$ cat src/design/gmd_pkg.sv
// ----------------------------------------------------------------------------
// gmd_pkg
// Shared types, codes and defaults of the grid maze depth-first path finder.
// ----------------------------------------------------------------------------
package gmd_pkg;

    localparam int GRID_SIZE_DEF = 10;

    // action codes of an input beat
    localparam logic [1:0] ACT_LOAD = 2'd0;
    localparam logic [1:0] ACT_RUN  = 2'd1;
    localparam logic [1:0] ACT_PATH = 2'd2;
    localparam logic [1:0] ACT_CELL = 2'd3;

    // cell codes
    localparam logic [2:0] CELL_WALL    = 3'd0;
    localparam logic [2:0] CELL_OPEN    = 3'd1;
    localparam logic [2:0] CELL_START   = 3'd2;
    localparam logic [2:0] CELL_END     = 3'd3;
    localparam logic [2:0] CELL_VISITED = 3'd4;
    localparam logic [2:0] CELL_PATH    = 3'd5;

    // neighbor order: up, right, down, left, then exhausted
    localparam logic [2:0] DIR_UP    = 3'd0;
    localparam logic [2:0] DIR_RIGHT = 3'd1;
    localparam logic [2:0] DIR_DOWN  = 3'd2;
    localparam logic [2:0] DIR_LEFT  = 3'd3;
    localparam logic [2:0] DIR_DONE  = 3'd4;

    // configuration register indexes
    localparam logic REG_START_ROW = 1'b0;
    localparam logic REG_START_COL = 1'b1;

    typedef struct packed {
        logic [1:0] action;
        logic [3:0] row;
        logic [3:0] col;
        logic [2:0] cell_code;
        logic [7:0] path_index;
    } t_in_item;

    typedef struct packed {
        logic       found;
        logic [7:0] path_length;
        logic [3:0] out_row;
        logic [3:0] out_col;
        logic [2:0] out_cell;
        logic       index_error;
    } t_out_item;

    typedef enum logic [3:0] {
        CMD_NONE,
        CMD_ACCEPT,
        CMD_START_CK,
        CMD_STEP,
        CMD_POP_LOAD,
        CMD_NB_CK,
        CMD_MARK_RD,
        CMD_MARK_WR,
        CMD_READ_DONE,
        CMD_SEND
    } t_cmd;

    typedef struct packed {
        logic depth_zero;
        logic depth_one;
        logic dir_done;
        logic nb_inside;
        logic start_go;
        logic nb_end;
        logic k_last;
    } t_dp_status;

endpackage

$ cat src/design/gmd_in_if.sv
// ----------------------------------------------------------------------------
// gmd_in_if
// Input channel: valid/ready handshake carrying one action beat.
// ----------------------------------------------------------------------------
interface gmd_in_if;
    logic               valid;
    logic               ready;
    gmd_pkg::t_in_item  item;

    modport source (output valid, output item, input ready);
    modport sink   (input valid, input item, output ready);
endinterface

$ cat src/design/gmd_out_if.sv
// ----------------------------------------------------------------------------
// gmd_out_if
// Output channel: valid/ready handshake carrying one result beat.
// ----------------------------------------------------------------------------
interface gmd_out_if;
    logic               valid;
    logic               ready;
    gmd_pkg::t_out_item item;

    modport source (output valid, output item, input ready);
    modport sink   (input valid, input item, output ready);
endinterface

$ cat src/design/grid_maze_dfs_path_finder.sv
// ----------------------------------------------------------------------------
// grid_maze_dfs_path_finder
// Depth-first path search on a square grid held in on-chip memory.
// ----------------------------------------------------------------------------
// Usage: the input channel takes one beat per action: load cell, run search,
// read path entry or read cell. Each accepted beat yields exactly one result
// beat carrying the found flag and path length of the last search, plus the
// read data and an index error flag. Start row and column are set through a
// plain write port; the user must write them only while the block is idle,
// as the block itself does not enforce it. A load beat goes straight to the
// result state; path and cell reads pass through a read-wait state first.
// A search reads one neighbor probe at a time through the single grid read
// port, pops the stack on a backtrack, then marks the path cells in a sweep.
// One beat is in flight at a time: input ready is high only while idle.
// The result sits in an output register; a stalled receiver holds it there
// and the block still takes the next input beat.
// Reset clears the found flag, path length and stack depth, and sets the
// start to row 1, column 0. Grid and stack memories are not cleared: load
// every cell before searching.
// ----------------------------------------------------------------------------
module grid_maze_dfs_path_finder #(
    parameter int GRID_SIZE = gmd_pkg::GRID_SIZE_DEF
) (
    input  logic         i_clk,
    input  logic         i_rst_n,
    gmd_in_if.sink       i_in,
    gmd_out_if.source    o_out,
    input  logic         i_cfg_we,
    input  logic         i_cfg_idx,
    input  logic [3:0]   i_cfg_data
);
    import gmd_pkg::*;

    t_cmd       cmd;
    t_dp_status status;
    logic       in_ready, out_valid;
    t_out_item  out_item;

    // sequencer: owns handshakes and the search walk
    gmd_ctrl u_ctrl (
        .i_clk       (i_clk),
        .i_rst_n     (i_rst_n),
        .i_in_valid  (i_in.valid),
        .i_action    (i_in.item.action),
        .o_in_ready  (in_ready),
        .o_out_valid (out_valid),
        .i_out_ready (o_out.ready),
        .i_status    (status),
        .o_cmd       (cmd)
    );

    // datapath: memories, stack top, counters and result register
    gmd_dp #(.GRID_SIZE(GRID_SIZE)) u_dp (
        .i_clk      (i_clk),
        .i_rst_n    (i_rst_n),
        .i_cfg_we   (i_cfg_we),
        .i_cfg_idx  (i_cfg_idx),
        .i_cfg_data (i_cfg_data),
        .i_item     (i_in.item),
        .i_cmd      (cmd),
        .o_status   (status),
        .o_item     (out_item)
    );

    assign i_in.ready  = in_ready;
    assign o_out.valid = out_valid;
    assign o_out.item  = out_item;
endmodule

$ cat src/design/gmd_ram.sv
// ----------------------------------------------------------------------------
// gmd_ram
// Generic single-write, single-read RAM with registered read data.
// ----------------------------------------------------------------------------
module gmd_ram #(
    parameter int WIDTH = 8,
    parameter int DEPTH = 16
) (
    input  logic                     i_clk,
    input  logic                     i_we,
    input  logic [$clog2(DEPTH)-1:0] i_waddr,
    input  logic [WIDTH-1:0]         i_wdata,
    input  logic                     i_re,
    input  logic [$clog2(DEPTH)-1:0] i_raddr,
    output logic [WIDTH-1:0]         o_rdata
);
    logic [WIDTH-1:0] r_mem [DEPTH];
    logic [WIDTH-1:0] r_rdata;

    always_ff @(posedge i_clk) begin
        if (i_we) begin
            r_mem[i_waddr] <= i_wdata;
        end
        if (i_re) begin
            r_rdata <= r_mem[i_raddr];
        end
    end

    assign o_rdata = r_rdata;
endmodule

$ cat src/design/gmd_ctrl.sv
// ----------------------------------------------------------------------------
// gmd_ctrl
// Sequencer: steps the datapath through load, read and search commands.
// ----------------------------------------------------------------------------
module gmd_ctrl (
    input  logic                i_clk,
    input  logic                i_rst_n,
    input  logic                i_in_valid,
    input  logic [1:0]          i_action,
    output logic                o_in_ready,
    output logic                o_out_valid,
    input  logic                i_out_ready,
    input  gmd_pkg::t_dp_status i_status,
    output gmd_pkg::t_cmd       o_cmd
);
    import gmd_pkg::*;

    typedef enum logic [3:0] {
        S_IDLE,
        S_START_CK,
        S_STEP,
        S_POP_WAIT,
        S_NB_CK,
        S_MARK_RD,
        S_MARK_WR,
        S_RD_WAIT,
        S_RESP
    } t_state;

    t_state r_state;
    logic   r_out_valid;
    t_cmd   cmd;

    always_comb begin
        cmd = CMD_NONE;
        case (r_state)
            S_IDLE:     if (i_in_valid) cmd = CMD_ACCEPT;
            S_START_CK: cmd = CMD_START_CK;
            S_STEP:     cmd = CMD_STEP;
            S_POP_WAIT: cmd = CMD_POP_LOAD;
            S_NB_CK:    cmd = CMD_NB_CK;
            S_MARK_RD:  cmd = CMD_MARK_RD;
            S_MARK_WR:  cmd = CMD_MARK_WR;
            S_RD_WAIT:  cmd = CMD_READ_DONE;
            S_RESP:     if (!r_out_valid || i_out_ready) cmd = CMD_SEND;
            default:    cmd = CMD_NONE;
        endcase
    end

    always_ff @(posedge i_clk) begin
        if (!i_rst_n) begin
            r_state     <= S_IDLE;
            r_out_valid <= 1'b0;
        end else begin
            if (r_out_valid && i_out_ready) begin
                r_out_valid <= 1'b0;
            end
            if (cmd == CMD_SEND) begin
                r_out_valid <= 1'b1;
            end
            case (r_state)
                S_IDLE: begin
                    if (i_in_valid) begin
                        if (i_action == ACT_LOAD) begin
                            r_state <= S_RESP;
                        end else if (i_action == ACT_RUN) begin
                            r_state <= S_START_CK;
                        end else begin
                            r_state <= S_RD_WAIT;
                        end
                    end
                end
                S_START_CK: r_state <= i_status.start_go ? S_STEP : S_RESP;
                S_STEP: begin
                    if (i_status.depth_zero) begin
                        r_state <= S_RESP;
                    end else if (i_status.dir_done) begin
                        r_state <= i_status.depth_one ? S_RESP : S_POP_WAIT;
                    end else if (i_status.nb_inside) begin
                        r_state <= S_NB_CK;
                    end
                end
                S_POP_WAIT: r_state <= S_STEP;
                S_NB_CK:    r_state <= i_status.nb_end ? S_MARK_RD : S_STEP;
                S_MARK_RD:  r_state <= S_MARK_WR;
                S_MARK_WR:  r_state <= i_status.k_last ? S_RESP : S_MARK_RD;
                S_RD_WAIT:  r_state <= S_RESP;
                S_RESP:     if (cmd == CMD_SEND) r_state <= S_IDLE;
                default:    r_state <= S_IDLE;
            endcase
        end
    end

    assign o_in_ready  = (r_state == S_IDLE);
    assign o_out_valid = r_out_valid;
    assign o_cmd       = cmd;
endmodule

$ cat src/design/gmd_dp.sv
// ----------------------------------------------------------------------------
// gmd_dp
// Datapath: grid and stack memories, top-of-stack, counters, result register.
// ----------------------------------------------------------------------------
module gmd_dp #(
    parameter int GRID_SIZE = gmd_pkg::GRID_SIZE_DEF
) (
    input  logic                i_clk,
    input  logic                i_rst_n,
    input  logic                i_cfg_we,
    input  logic                i_cfg_idx,
    input  logic [3:0]          i_cfg_data,
    input  gmd_pkg::t_in_item   i_item,
    input  gmd_pkg::t_cmd       i_cmd,
    output gmd_pkg::t_dp_status o_status,
    output gmd_pkg::t_out_item  o_item
);
    import gmd_pkg::*;

    localparam int RW    = $clog2(GRID_SIZE);
    localparam int CAW   = 2 * RW;
    localparam int GDEP  = 2 ** CAW;
    localparam int CELLS = GRID_SIZE * GRID_SIZE;
    localparam int SAW   = $clog2(CELLS);
    localparam int DW    = $clog2(CELLS + 1);
    localparam int SW    = CAW + 3;

    logic [3:0]     r_start_row, r_start_col;
    logic [1:0]     r_action;
    logic           r_found;
    logic [DW-1:0]  r_count, r_depth, r_k;
    logic [CAW-1:0] r_top_cell, r_nb_addr;
    logic [2:0]     r_top_dir;
    logic [3:0]     r_aux_row, r_aux_col;
    logic [2:0]     r_aux_cell;
    logic           r_aux_err;
    t_out_item      r_out;

    logic           g_we, g_re;
    logic [CAW-1:0] g_waddr, g_raddr;
    logic [2:0]     g_wdata, g_rdata;
    logic           s_we, s_re;
    logic [SAW-1:0] s_waddr, s_raddr;
    logic [SW-1:0]  s_wdata, s_rdata;

    logic           item_inside, start_inside, pidx_ok, nb_inside;
    logic           walk, is_end;
    logic [CAW-1:0] item_addr, start_addr, nb_addr;
    logic [RW-1:0]  top_row, top_col, nb_row, nb_col;
    logic [DW-1:0]  depth_m1, depth_m2;
    logic [DW+7:0]  count_ext;

    assign item_inside  = ({1'b0, i_item.row} < 5'(GRID_SIZE))
                       && ({1'b0, i_item.col} < 5'(GRID_SIZE));
    assign start_inside = ({1'b0, r_start_row} < 5'(GRID_SIZE))
                       && ({1'b0, r_start_col} < 5'(GRID_SIZE));
    assign item_addr    = {i_item.row[RW-1:0], i_item.col[RW-1:0]};
    assign start_addr   = {r_start_row[RW-1:0], r_start_col[RW-1:0]};
    assign pidx_ok      = (9'(i_item.path_index) < 9'(r_count));

    assign top_row  = r_top_cell[CAW-1:RW];
    assign top_col  = r_top_cell[RW-1:0];
    assign depth_m1 = r_depth - DW'(1);
    assign depth_m2 = r_depth - DW'(2);

    // neighbor in the current direction, with its bounds check
    always_comb begin
        nb_row    = top_row;
        nb_col    = top_col;
        nb_inside = 1'b0;
        case (r_top_dir)
            DIR_UP: begin
                nb_row    = top_row - RW'(1);
                nb_inside = (top_row != '0);
            end
            DIR_RIGHT: begin
                nb_col    = top_col + RW'(1);
                nb_inside = (top_col != RW'(GRID_SIZE - 1));
            end
            DIR_DOWN: begin
                nb_row    = top_row + RW'(1);
                nb_inside = (top_row != RW'(GRID_SIZE - 1));
            end
            DIR_LEFT: begin
                nb_col    = top_col - RW'(1);
                nb_inside = (top_col != '0);
            end
            default: nb_inside = 1'b0;
        endcase
    end
    assign nb_addr = {nb_row, nb_col};

    assign walk   = (g_rdata == CELL_OPEN) || (g_rdata == CELL_START) || (g_rdata == CELL_END);
    assign is_end = (g_rdata == CELL_END);

    assign o_status.depth_zero = (r_depth == '0);
    assign o_status.depth_one  = (r_depth == DW'(1));
    assign o_status.dir_done   = (r_top_dir == DIR_DONE);
    assign o_status.nb_inside  = nb_inside;
    assign o_status.start_go   = start_inside && walk && !is_end;
    assign o_status.nb_end     = walk && is_end;
    assign o_status.k_last     = ((r_k + DW'(1)) == r_count);

    // memory port steering
    always_comb begin
        g_we    = 1'b0;
        g_waddr = item_addr;
        g_wdata = CELL_WALL;
        g_re    = 1'b0;
        g_raddr = item_addr;
        s_we    = 1'b0;
        s_waddr = depth_m1[SAW-1:0];
        s_wdata = {r_top_dir, r_top_cell};
        s_re    = 1'b0;
        s_raddr = i_item.path_index[SAW-1:0];
        case (i_cmd)
            CMD_ACCEPT: begin
                case (i_item.action)
                    ACT_LOAD: begin
                        g_we    = item_inside;
                        g_wdata = (i_item.cell_code <= CELL_PATH) ? i_item.cell_code
                                                                  : CELL_WALL;
                    end
                    ACT_RUN: begin
                        g_re    = start_inside;
                        g_raddr = start_addr;
                    end
                    ACT_PATH: s_re = pidx_ok;
                    default:  g_re = item_inside;
                endcase
            end
            CMD_START_CK: begin
                g_we    = o_status.start_go;
                g_waddr = start_addr;
                g_wdata = CELL_VISITED;
            end
            CMD_STEP: begin
                if (!o_status.depth_zero) begin
                    if (o_status.dir_done) begin
                        s_re    = !o_status.depth_one;
                        s_raddr = depth_m2[SAW-1:0];
                    end else begin
                        g_re    = nb_inside;
                        g_raddr = nb_addr;
                    end
                end
            end
            CMD_NB_CK: begin
                if (walk) begin
                    if (is_end) begin
                        s_we = 1'b1;
                    end else begin
                        g_we    = 1'b1;
                        g_waddr = r_nb_addr;
                        g_wdata = CELL_VISITED;
                        s_we    = (r_depth < DW'(CELLS));
                    end
                end
            end
            CMD_MARK_RD: begin
                s_re    = 1'b1;
                s_raddr = r_k[SAW-1:0];
            end
            CMD_MARK_WR: begin
                g_we    = 1'b1;
                g_waddr = s_rdata[CAW-1:0];
                g_wdata = CELL_PATH;
            end
            default: ;
        endcase
    end

    assign count_ext = {8'd0, r_count};

    always_ff @(posedge i_clk) begin
        if (!i_rst_n) begin
            r_start_row <= 4'd1;
            r_start_col <= 4'd0;
            r_found     <= 1'b0;
            r_count     <= '0;
            r_depth     <= '0;
        end else begin
            if (i_cfg_we) begin
                case (i_cfg_idx)
                    REG_START_ROW: r_start_row <= i_cfg_data;
                    default:       r_start_col <= i_cfg_data;
                endcase
            end
            case (i_cmd)
                CMD_ACCEPT: begin
                    if (i_item.action == ACT_RUN) begin
                        r_found <= 1'b0;
                        r_count <= '0;
                        r_depth <= '0;
                    end
                end
                CMD_START_CK: begin
                    if (start_inside && walk) begin
                        if (is_end) begin
                            r_found <= 1'b1;
                        end else begin
                            r_depth <= DW'(1);
                        end
                    end
                end
                CMD_STEP: begin
                    if (!o_status.depth_zero && o_status.dir_done) begin
                        r_depth <= depth_m1;
                    end
                end
                CMD_NB_CK: begin
                    if (walk) begin
                        if (is_end) begin
                            r_found <= 1'b1;
                            r_count <= r_depth;
                        end else if (r_depth < DW'(CELLS)) begin
                            r_depth <= r_depth + DW'(1);
                        end
                    end
                end
                CMD_MARK_WR: begin
                    if (o_status.k_last) begin
                        r_depth <= '0;
                    end
                end
                default: ;
            endcase
        end
    end

    // payload registers: top of stack, item scratch, result beat
    always_ff @(posedge i_clk) begin
        case (i_cmd)
            CMD_ACCEPT: begin
                r_action   <= i_item.action;
                r_aux_row  <= '0;
                r_aux_col  <= '0;
                r_aux_cell <= CELL_WALL;
                case (i_item.action)
                    ACT_RUN:  r_aux_err <= 1'b0;
                    ACT_PATH: r_aux_err <= !pidx_ok;
                    default:  r_aux_err <= !item_inside;
                endcase
            end
            CMD_START_CK: begin
                r_top_cell <= start_addr;
                r_top_dir  <= DIR_UP;
            end
            CMD_STEP: begin
                if (!o_status.depth_zero && !o_status.dir_done) begin
                    r_top_dir <= r_top_dir + 3'd1;
                    r_nb_addr <= nb_addr;
                end
            end
            CMD_POP_LOAD: begin
                r_top_cell <= s_rdata[CAW-1:0];
                r_top_dir  <= s_rdata[SW-1:CAW];
            end
            CMD_NB_CK: begin
                if (walk && is_end) begin
                    r_k <= '0;
                end else if (walk && (r_depth < DW'(CELLS))) begin
                    r_top_cell <= r_nb_addr;
                    r_top_dir  <= DIR_UP;
                end
            end
            CMD_MARK_WR: r_k <= r_k + DW'(1);
            CMD_READ_DONE: begin
                if (!r_aux_err) begin
                    if (r_action == ACT_PATH) begin
                        r_aux_row <= 4'(s_rdata[CAW-1:RW]);
                        r_aux_col <= 4'(s_rdata[RW-1:0]);
                    end else begin
                        r_aux_cell <= g_rdata;
                    end
                end
            end
            CMD_SEND: begin
                r_out.found       <= r_found;
                r_out.path_length <= count_ext[7:0];
                r_out.out_row     <= r_aux_row;
                r_out.out_col     <= r_aux_col;
                r_out.out_cell    <= r_aux_cell;
                r_out.index_error <= r_aux_err;
            end
            default: ;
        endcase
    end

    assign o_item = r_out;

    gmd_ram #(.WIDTH(3), .DEPTH(GDEP)) u_grid (
        .i_clk   (i_clk),
        .i_we    (g_we),
        .i_waddr (g_waddr),
        .i_wdata (g_wdata),
        .i_re    (g_re),
        .i_raddr (g_raddr),
        .o_rdata (g_rdata)
    );

    gmd_ram #(.WIDTH(SW), .DEPTH(CELLS)) u_stack (
        .i_clk   (i_clk),
        .i_we    (s_we),
        .i_waddr (s_waddr),
        .i_wdata (s_wdata),
        .i_re    (s_re),
        .i_raddr (s_raddr),
        .o_rdata (s_rdata)
    );
endmodule
$ cat src/flat_wrapper.sv
// flat-port wrapper written by rule: the top's interface ports become plain ports
module grid_maze_dfs_path_finder_flat import gmd_pkg::*;
#(
    parameter int GRID_SIZE = gmd_pkg::GRID_SIZE_DEF
)
  (i_clk, i_rst_n, i_cfg_we, i_cfg_idx, i_cfg_data, i_in_valid, i_in_item, i_in_ready, o_out_valid, o_out_item, o_out_ready);
  gmd_in_if i_in_i ();
  gmd_out_if o_out_i ();
  input  logic i_clk;
  input  logic i_rst_n;
  input  logic i_cfg_we;
  input  logic i_cfg_idx;
  input  logic [3:0] i_cfg_data;
  input wire logic [$bits(i_in_i.valid)-1:0] i_in_valid;
  input wire logic [$bits(i_in_i.item)-1:0] i_in_item;
  output wire logic [$bits(i_in_i.ready)-1:0] i_in_ready;
  output wire logic [$bits(o_out_i.valid)-1:0] o_out_valid;
  output wire logic [$bits(o_out_i.item)-1:0] o_out_item;
  input wire logic [$bits(o_out_i.ready)-1:0] o_out_ready;
  assign i_in_i.valid = i_in_valid;
  assign i_in_i.item = i_in_item;
  assign i_in_ready = i_in_i.ready;
  assign o_out_valid = o_out_i.valid;
  assign o_out_item = o_out_i.item;
  assign o_out_i.ready = o_out_ready;
  grid_maze_dfs_path_finder #(.GRID_SIZE(GRID_SIZE)) u_core (.i_clk(i_clk), .i_rst_n(i_rst_n), .i_in(i_in_i), .o_out(o_out_i), .i_cfg_we(i_cfg_we), .i_cfg_idx(i_cfg_idx), .i_cfg_data(i_cfg_data));
endmodule
$ cat config.mk
export PLATFORM = sky130hd
export DESIGN_NAME = grid_maze_dfs_path_finder_flat
export DESIGN_NICKNAME = d
export VERILOG_FILES = /design/src/design/gmd_pkg.sv /design/src/design/gmd_in_if.sv /design/src/design/gmd_out_if.sv /design/src/design/grid_maze_dfs_path_finder.sv /design/src/design/gmd_ram.sv /design/src/design/gmd_ctrl.sv /design/src/design/gmd_dp.sv /design/src/flat_wrapper.sv
export SDC_FILE = /design/constraint.sdc
export NUM_CORES = 2
export LEC_CHECK = 0
export BUFFER_PORTS_ARGS = -buffer_cell sky130_fd_sc_hd__buf_2
export CAP_MARGIN = 20
export CORE_MARGIN = 2
export CORE_UTILIZATION = 25
export DETAILED_ROUTE_END_ITERATION = 10
export PLACE_DENSITY_LB_ADDON = 0.3
export SLEW_MARGIN = 20
export SYNTH_ARGS = -nofsm -noshare
export SYNTH_HDL_FRONTEND = slang
export SYNTH_HIERARCHICAL = 1
export SYNTH_SLANG_ARGS = --single-unit
$ cat constraint.sdc
create_clock -name i_clk -period 31.5 [get_ports i_clk]
set_clock_uncertainty 0.15 [all_clocks]
set_input_delay 0 -clock i_clk [delete_from_list [all_inputs] [get_ports i_clk]]
set_output_delay 0 -clock i_clk [all_outputs]
set_load 0.02 [all_outputs]
### After elaboration in Yosys (flattened, before gate mapping)

Memories as Yosys holds them, arrays and structs flattened. A register that Yosys moved wholly into a read port is not among the register bits.
Index checks and enable logic that the tools add are counted.
W data, S select, Z words.

* flip-flop bits (word level): 88
* RAM bits: 1868
* input bits: 31
* logic and storage cells: 227
* memories kept: 2

* add/sub/neg operators: 9
* magnitude comparators: 7
* eq/ne operators: 50
* mux-type cells: 90
* bitwise logic cells: 1
* reduce and logical (&&, ||, !) cells: 46

Memory list
* u_core.u_dp.u_stack.r_mem: depth 100, width 11, rd ports 1, clocked after Yosys merged registers in 1, write ports 1, line gmd_ram.sv:17 `logic [WIDTH-1:0] r_mem [DEPTH];`
* u_core.u_dp.u_grid.r_mem: depth 256, width 3, rd ports 1, clocked after Yosys merged registers in 1, write ports 1, line gmd_ram.sv:17

Operator list (count)
* $mux W7: 13
* $pmux W4 S9: 2
* $mux W4: 14
* $mux W8: 7
* $pmux W8 S3: 2
* $pmux W7 S2: 3
* $pmux W7 S5: 1
* $mux W3: 11
* $eq A4 B3 Y1 const B: 8
* $pmux W4 S2: 4
* $ne A2 B2 Y1 const B: 15
* $pmux W3 S4: 2
* $mux W1: 22
* $eq A4 B2 Y1 const B: 4
* $lt A4 B4 Y1 const B: 4
* $pmux W8 S2: 1
* $add A7 B1 Y7 const B: 2
* $eq A3 B2 Y1 const B: 4
* $eq A4 B4 Y1 const B: 3
* $ne A4 B4 Y1 const B: 3
* $reduce_and A3 Y1: 4
* $reduce_and A4 Y1: 3
* $reduce_bool A4 Y1: 3
* $logic_and A1 B1 Y1: 9
* other kinds (33): 59

### Logic depth before layout (Yosys ltp)

* depth in word-level cells: 8
* depth in mapped cells: 24

### By module

The synthesis kept the hierarchy.

By module, submodules not included
* gmd_ram at u_core.u_dp.u_stack: times used 1, cells an instance 1872, area each 42857.4 um2, sequential area each 33362.0 um2
* gmd_ram at u_core.u_dp.u_grid: times used 1, cells an instance 1713, area each 31068.5 um2, sequential area each 23152.2 um2
* gmd_dp: times used 1, cells an instance 524, area each 5107.4 um2, sequential area each 2262.2 um2
* gmd_ctrl: times used 1, cells an instance 65, area each 464.2 um2, sequential area each 100.1 um2

### Worst setup path after synthesis

No wires, ideal clock.

* path kind: register to register
* from: register u_core.u_ctrl.r_state[1]
* to: memory u_core.u_dp.u_grid.r_mem[0][0] (data pin)
* library setup time: 2.187 ns
* arrival time: 12.025 ns
* required time: 29.163 ns
* setup slack: 17.137 ns
* stages on the path, launching flop included: 13
* path buffers: 4
* clock period less this slack: 14.363 ns
* cells stage by stage: dfxtp_1 > clkbuf_1 > clkbuf_1 > nor3_1 > o32a_1 > nor2_1 > buf_2 > nor2b_1 > nand2_1 > inv_1 > clkbuf_1 > nand2_1 > o21ai_0

* cells in the longest elaborated chain, start to end: 4
* elaborated cells between the ends (all ways): 15
* those cells by class: 12 x eq/ne; 2 x mux; 1 x reduce/logical

Ends and longest elaborated chain
* from (decl): line gmd_ctrl.sv:30 `t_state r_state;`
* from (signal assigned): line gmd_ctrl.sv:73 `S_START_CK: r_state <= i_status.start_go ? S_STEP : S_RESP;`
* from (signal assigned): line gmd_ctrl.sv:78 `r_state <= i_status.depth_one ? S_RESP : S_POP_WAIT;`
* from (signal assigned): line gmd_ctrl.sv:84 `S_NB_CK: r_state <= i_status.nb_end ? S_MARK_RD : S_STEP;`
* $eq A4 B4 Y1, or another cell as far along: line gmd_ctrl.sv:36 `case (r_state)`
* $pmux W4 S9 *: line gmd_ctrl.sv:36
* net u_core.cmd[0]: line grid_maze_dfs_path_finder.sv:34 `t_cmd cmd;`
* $eq A4 B3 Y1, or another cell as far along: line gmd_dp.sv:116 `case (i_cmd)`
* $pmux W3 S4 *: line gmd_dp.sv:116
* net u_core.u_dp.g_wdata[0]: line gmd_dp.sv:41 `logic [2:0] g_wdata, g_rdata;`
* to (decl): line gmd_ram.sv:17

Mark *: on every way through the listed nets, which the timed path passes. The rest lies on a longest branch.

### Worst setup path in the final report

* from: register u_core.u_ctrl.r_state[1]
* to: register u_core.u_dp.u_grid.r_rdata[2], in the netlist u_core/u_dp/u_grid/o_rdata[2] (read register of u_core.u_dp.u_grid.r_mem) (data pin)

* cells in the longest elaborated chain, start to end: 4
* elaborated cells between the ends (all ways): 14
* those cells by class: 10 x eq/ne; 3 x mux; 1 x reduce/logical

Ends and longest elaborated chain
* $eq A4 B4 Y1, or another cell as far along: line gmd_ctrl.sv:36
* $pmux W4 S9 *: line gmd_ctrl.sv:36
* net u_core.cmd[2]: line grid_maze_dfs_path_finder.sv:34
* $eq A4 B2 Y1 or $eq A4 B1 Y1 (tied branches): line gmd_dp.sv:116
* $pmux W8 S2 *: line gmd_dp.sv:116
* net u_core.u_dp.g_raddr[0]: line gmd_dp.sv:40 `logic [CAW-1:0] g_waddr, g_raddr;`
* to (decl): line gmd_ram.sv:18 `logic [WIDTH-1:0] r_rdata;`

Marks and branches as above.
A chain may end at the register's enable or synchronous reset.

==> impl_metrics.toml <==
[cts]
cts-root-buf = "clkbuf_16"
postCtsSetupBuffers = 0
clock-sinks = 1970
clk_latency_ns = 0.88
path_clk_slew_ns = 0.06
clockBufferDepth = 4
cts-buffers-inserted = 213
tritoncts = "done"
htreeDepth = 4

[worst_setup_path]
crit_type = "reg -> reg"
worst-r2r-cell-count = 17
critical_path.max_fanout = 46
regToRegStartpoint = "u_core/u_ctrl/r_state[1]"
worstSetupEndpointType = "flip-flop"
r2r_setup_slack_ns = 23.26
critPathArrivalTime_ns = 8.64
crit_required_ns = 31.90
reg2reg_to = "u_core/u_dp/u_grid/o_rdata[2]"
start_kind = "flip-flop"

[grt]
antenna_found_initial = 19
grt_remaining_overflow = 0
first_global_vias = 42210
grt_max_degree = 110
grt_pass1_wl_microns = 319500
gr-usage-all-layers_pct = 13.60

[synth]
syn_inst = 4174
synth-simple-area-share_pct = 4.835
synth_fa_ha_area_share_pct = 0.4344
synth_compound_area_share_pct = 3.760
synth_top_area_cell = "edfxtp_1"
synth_xor_area_share_pct = 0.3809
syn-cell-area_sq_um = 79500
syn_area_per_cell_sq_um = 19.05
syn-num-nets = 4232
synth_mux_area_share_pct = 14.63
synthArstFlopShare_pct = 0
synthTopCellsByCount = "1942 x edfxtp_1, 445 x mux4_2, 427 x nor2_1"
synthMostInstantiatedCell = "edfxtp_1"
synth-seq-cells = 1970
synth_cell_types = 89
synthFlopType = "edfxtp_1"
synth_top_family_by_area = "multiplexers"
ys_warn_count = 6
ys_top_cells_by_area = "edfxtp_1 73%, mux4_2 13%, nor2_1 2.0%"
synth_edf_count = 1942
yosys.area.top_type_share_pct = 73.36
synth-seq-area-share_pct = 74.06

[floorplan]
start_util_pct = 25.06
dieArea_sq_um = 322500
fp-row-count = 207
die_w_microns = 567.9
core_sq_um = 317300
io_pins = 54
die_y_microns = 567.9

[routing]
dr_total_vias = 41570
drtAntennaViolNets = 0
dr.first_iter.drc_count = 4196
routedWlPerCell_microns = 25.61
dr.pass1.iters = 5
routed_wl_microns = 224600
drc = 0
viasPerCell = 4.739

[power]
irDropWorstVdd_mv = 0.04891
pwr-share-seq_pct = 43.6
p_comb_share_pct = 23.7
leakage_nw = 29.35
power.switching_mw = 2.331
power.density_nw_per_um2 = 81.55
internal_power_mw = 5.216
p_total_mw = 7.548
clkPwrFrac_pct = 32.7
swShare_pct = 30.89

[placement]
dpl.hpwl_microns = 139500
numPortBuffers = 52
dp_slack_ns = 23.24
gp_congestion = 0.8036

[timing]
fin_ws_ns = 23.26
slew_headroom_pct = 19.45
rsz0062_at_grt = "no"
setup_viol = 0
fin_crit_ns = 8.240
whs_ns = 0.06126
tightest_slew_ns = 1.201
drv_slew = 0
fmax_mhz = 121.4
period_share_pct = 26.16
tns_ns = 0
finalHoldViolCount = 0

[layout]
syn_to_final_growth_pct = 16.42
final_util_pct = 29.17
drive_gt1_share_pct = 23.32
nets = 4466

[worst_hold_path]
min_to = "u_core/u_ctrl/r_state[0]"
hold_start = "i_in_item[20]"
min_path_type = "in -> reg"
hold_depth = 5

[flow_run]
maxCapViolCount = 0

[outcome]
outcome = "finished clean"
## power by group through the flow
stage,clock network [mW],logic (mW),registers [mW]
floorplan,0,1.01,3.47
global placement,0,1.77,3.35
detailed placement,0,1.79,3.35
CTS,2.53,1.80,3.29
global route,2.62,1.92,3.29
finish,2.47,1.79,3.29
## cell families after synthesis
group / after synthesis
flops: 1970
compound gates: 411
simple gates: 831
xor+xnor: 33
fa+ha+maj: 27
mux: 605
other cells: 1
buf+inv: 296
## worst max-delay path, cell delays in order (launching register included)
cell and delay (ns):
dfxtp_1 0.66, nand2_1 0.16, xor2_1 0.17, nor2_1 0.60, nor2_1 0.15, nand3_1 0.37
or3_1 0.28, clkinv_1 0.41, nor2_1 0.58, a221o_4 0.80, buf_4 0.83, buf_4 0.78
mux4_2 0.60, mux4_2 0.52, nor3b_2 0.18, a31oi_1 0.05, and3_1 0.20, a311o_1 0.32
## worst max path at each step
stage / startpoint / to / slack [ns] / cells past startpoint
detailed placement: u_core/u_ctrl/r_state[1] / u_core/u_dp/u_grid/o_rdata[2] / 23.24 / 17
floorplan: u_core/u_ctrl/r_state[1] / u_core/u_dp/u_grid/r_mem[0][0] / 17.14 / 12
CTS: u_core/u_ctrl/r_state[1] / u_core/u_dp/u_grid/o_rdata[2] / 23.20 / 17
finish: u_core/u_ctrl/r_state[1] / u_core/u_dp/u_grid/o_rdata[2] / 23.26 / 17
global placement: u_core/u_ctrl/r_state[1] / u_core/u_dp/u_grid/o_rdata[2] / 23.35 / 17
global route: u_core/u_ctrl/r_state[1] / u_core/u_dp/u_grid/o_rdata[2] / 22.37 / 17
## layer usage
layer	GRT usage [%]	vias up	part of all wire [%]
met5	0	-	0.014
met4	3.581	4	2.4
met3	2.802	320	6.7
met2	21.77	1360	47
met1	18.72	22340	44
li1	-	17550	-
## stage by stage
stage / instance area [sq um] / instances
floorplan: 79500 / 4174
CTS: 92460 / 8758
global route: 92530 / 8763
detailed placement: 85230 / 8331
finish: 92550 / 8772
global placement: 85160 / 8327
## what timing repair did
action,CTS,global route
resized for setup,0,0
endpoints found under the hold margin,289,0
hold buffers,40,0
## registers in the layout (all words and copies together), names as in the netlist, 4 cells and up
signal and count:
u_core/u_dp/r_start_row 4, u_core/u_ctrl/r_state 4, u_core/u_dp/r_count 7, u_core/u_dp/u_grid/r_mem 768, u_core/u_dp/u_stack/r_mem 1100, u_core/u_dp/r_nb_addr 8, u_core/u_dp/u_stack/o_rdata 11, u_core/u_dp/r_depth 7
u_core/u_dp/r_top_cell 8, u_core/u_dp/r_start_col 4, u_core/u_dp/r_k 7, u_core/u_dp/o_item 20, u_core/u_dp/r_aux_col 4, u_core/u_dp/r_aux_row 4
## layout make-up
cell class | count | area (sq um)
fillers | 31040 | 224700
diodes | 12 | 30.03
inverters | 49 | 183.9
repair buffers | 266 | 2043
clock buffers | 253 | 5532
flip-flops and latches | 1970 | 58880
clock inverters | 134 | 1301
multi-input cells | 1908 | 19360
well taps | 4180 | 5230
## cells in the final DEF, fill, tap and decap left out, drive strengths merged, types with 27 or more instances in the layout
cell type / Yosys / final
nand3: 68 / 68
o22ai: 43 / 43
a221o: 33 / 33
nand2: 111 / 111
mux4: 445 / 445
clkbuf: 133 / 253
mux2i: 152 / 152
nor2: 427 / 427
nor2b: 44 / 44
nor3: 30 / 30
a22oi: 73 / 73
dlygate4sd3: 0 / 39
o21ai: 40 / 40
clkinv: 1 / 94
inv: 48 / 56
a211oi: 27 / 27
buf: 114 / 227
dfxtp: 28 / 28
a21oi: 69 / 69
edfxtp: 1942 / 1942
Power figures use the tool's default switching activity.
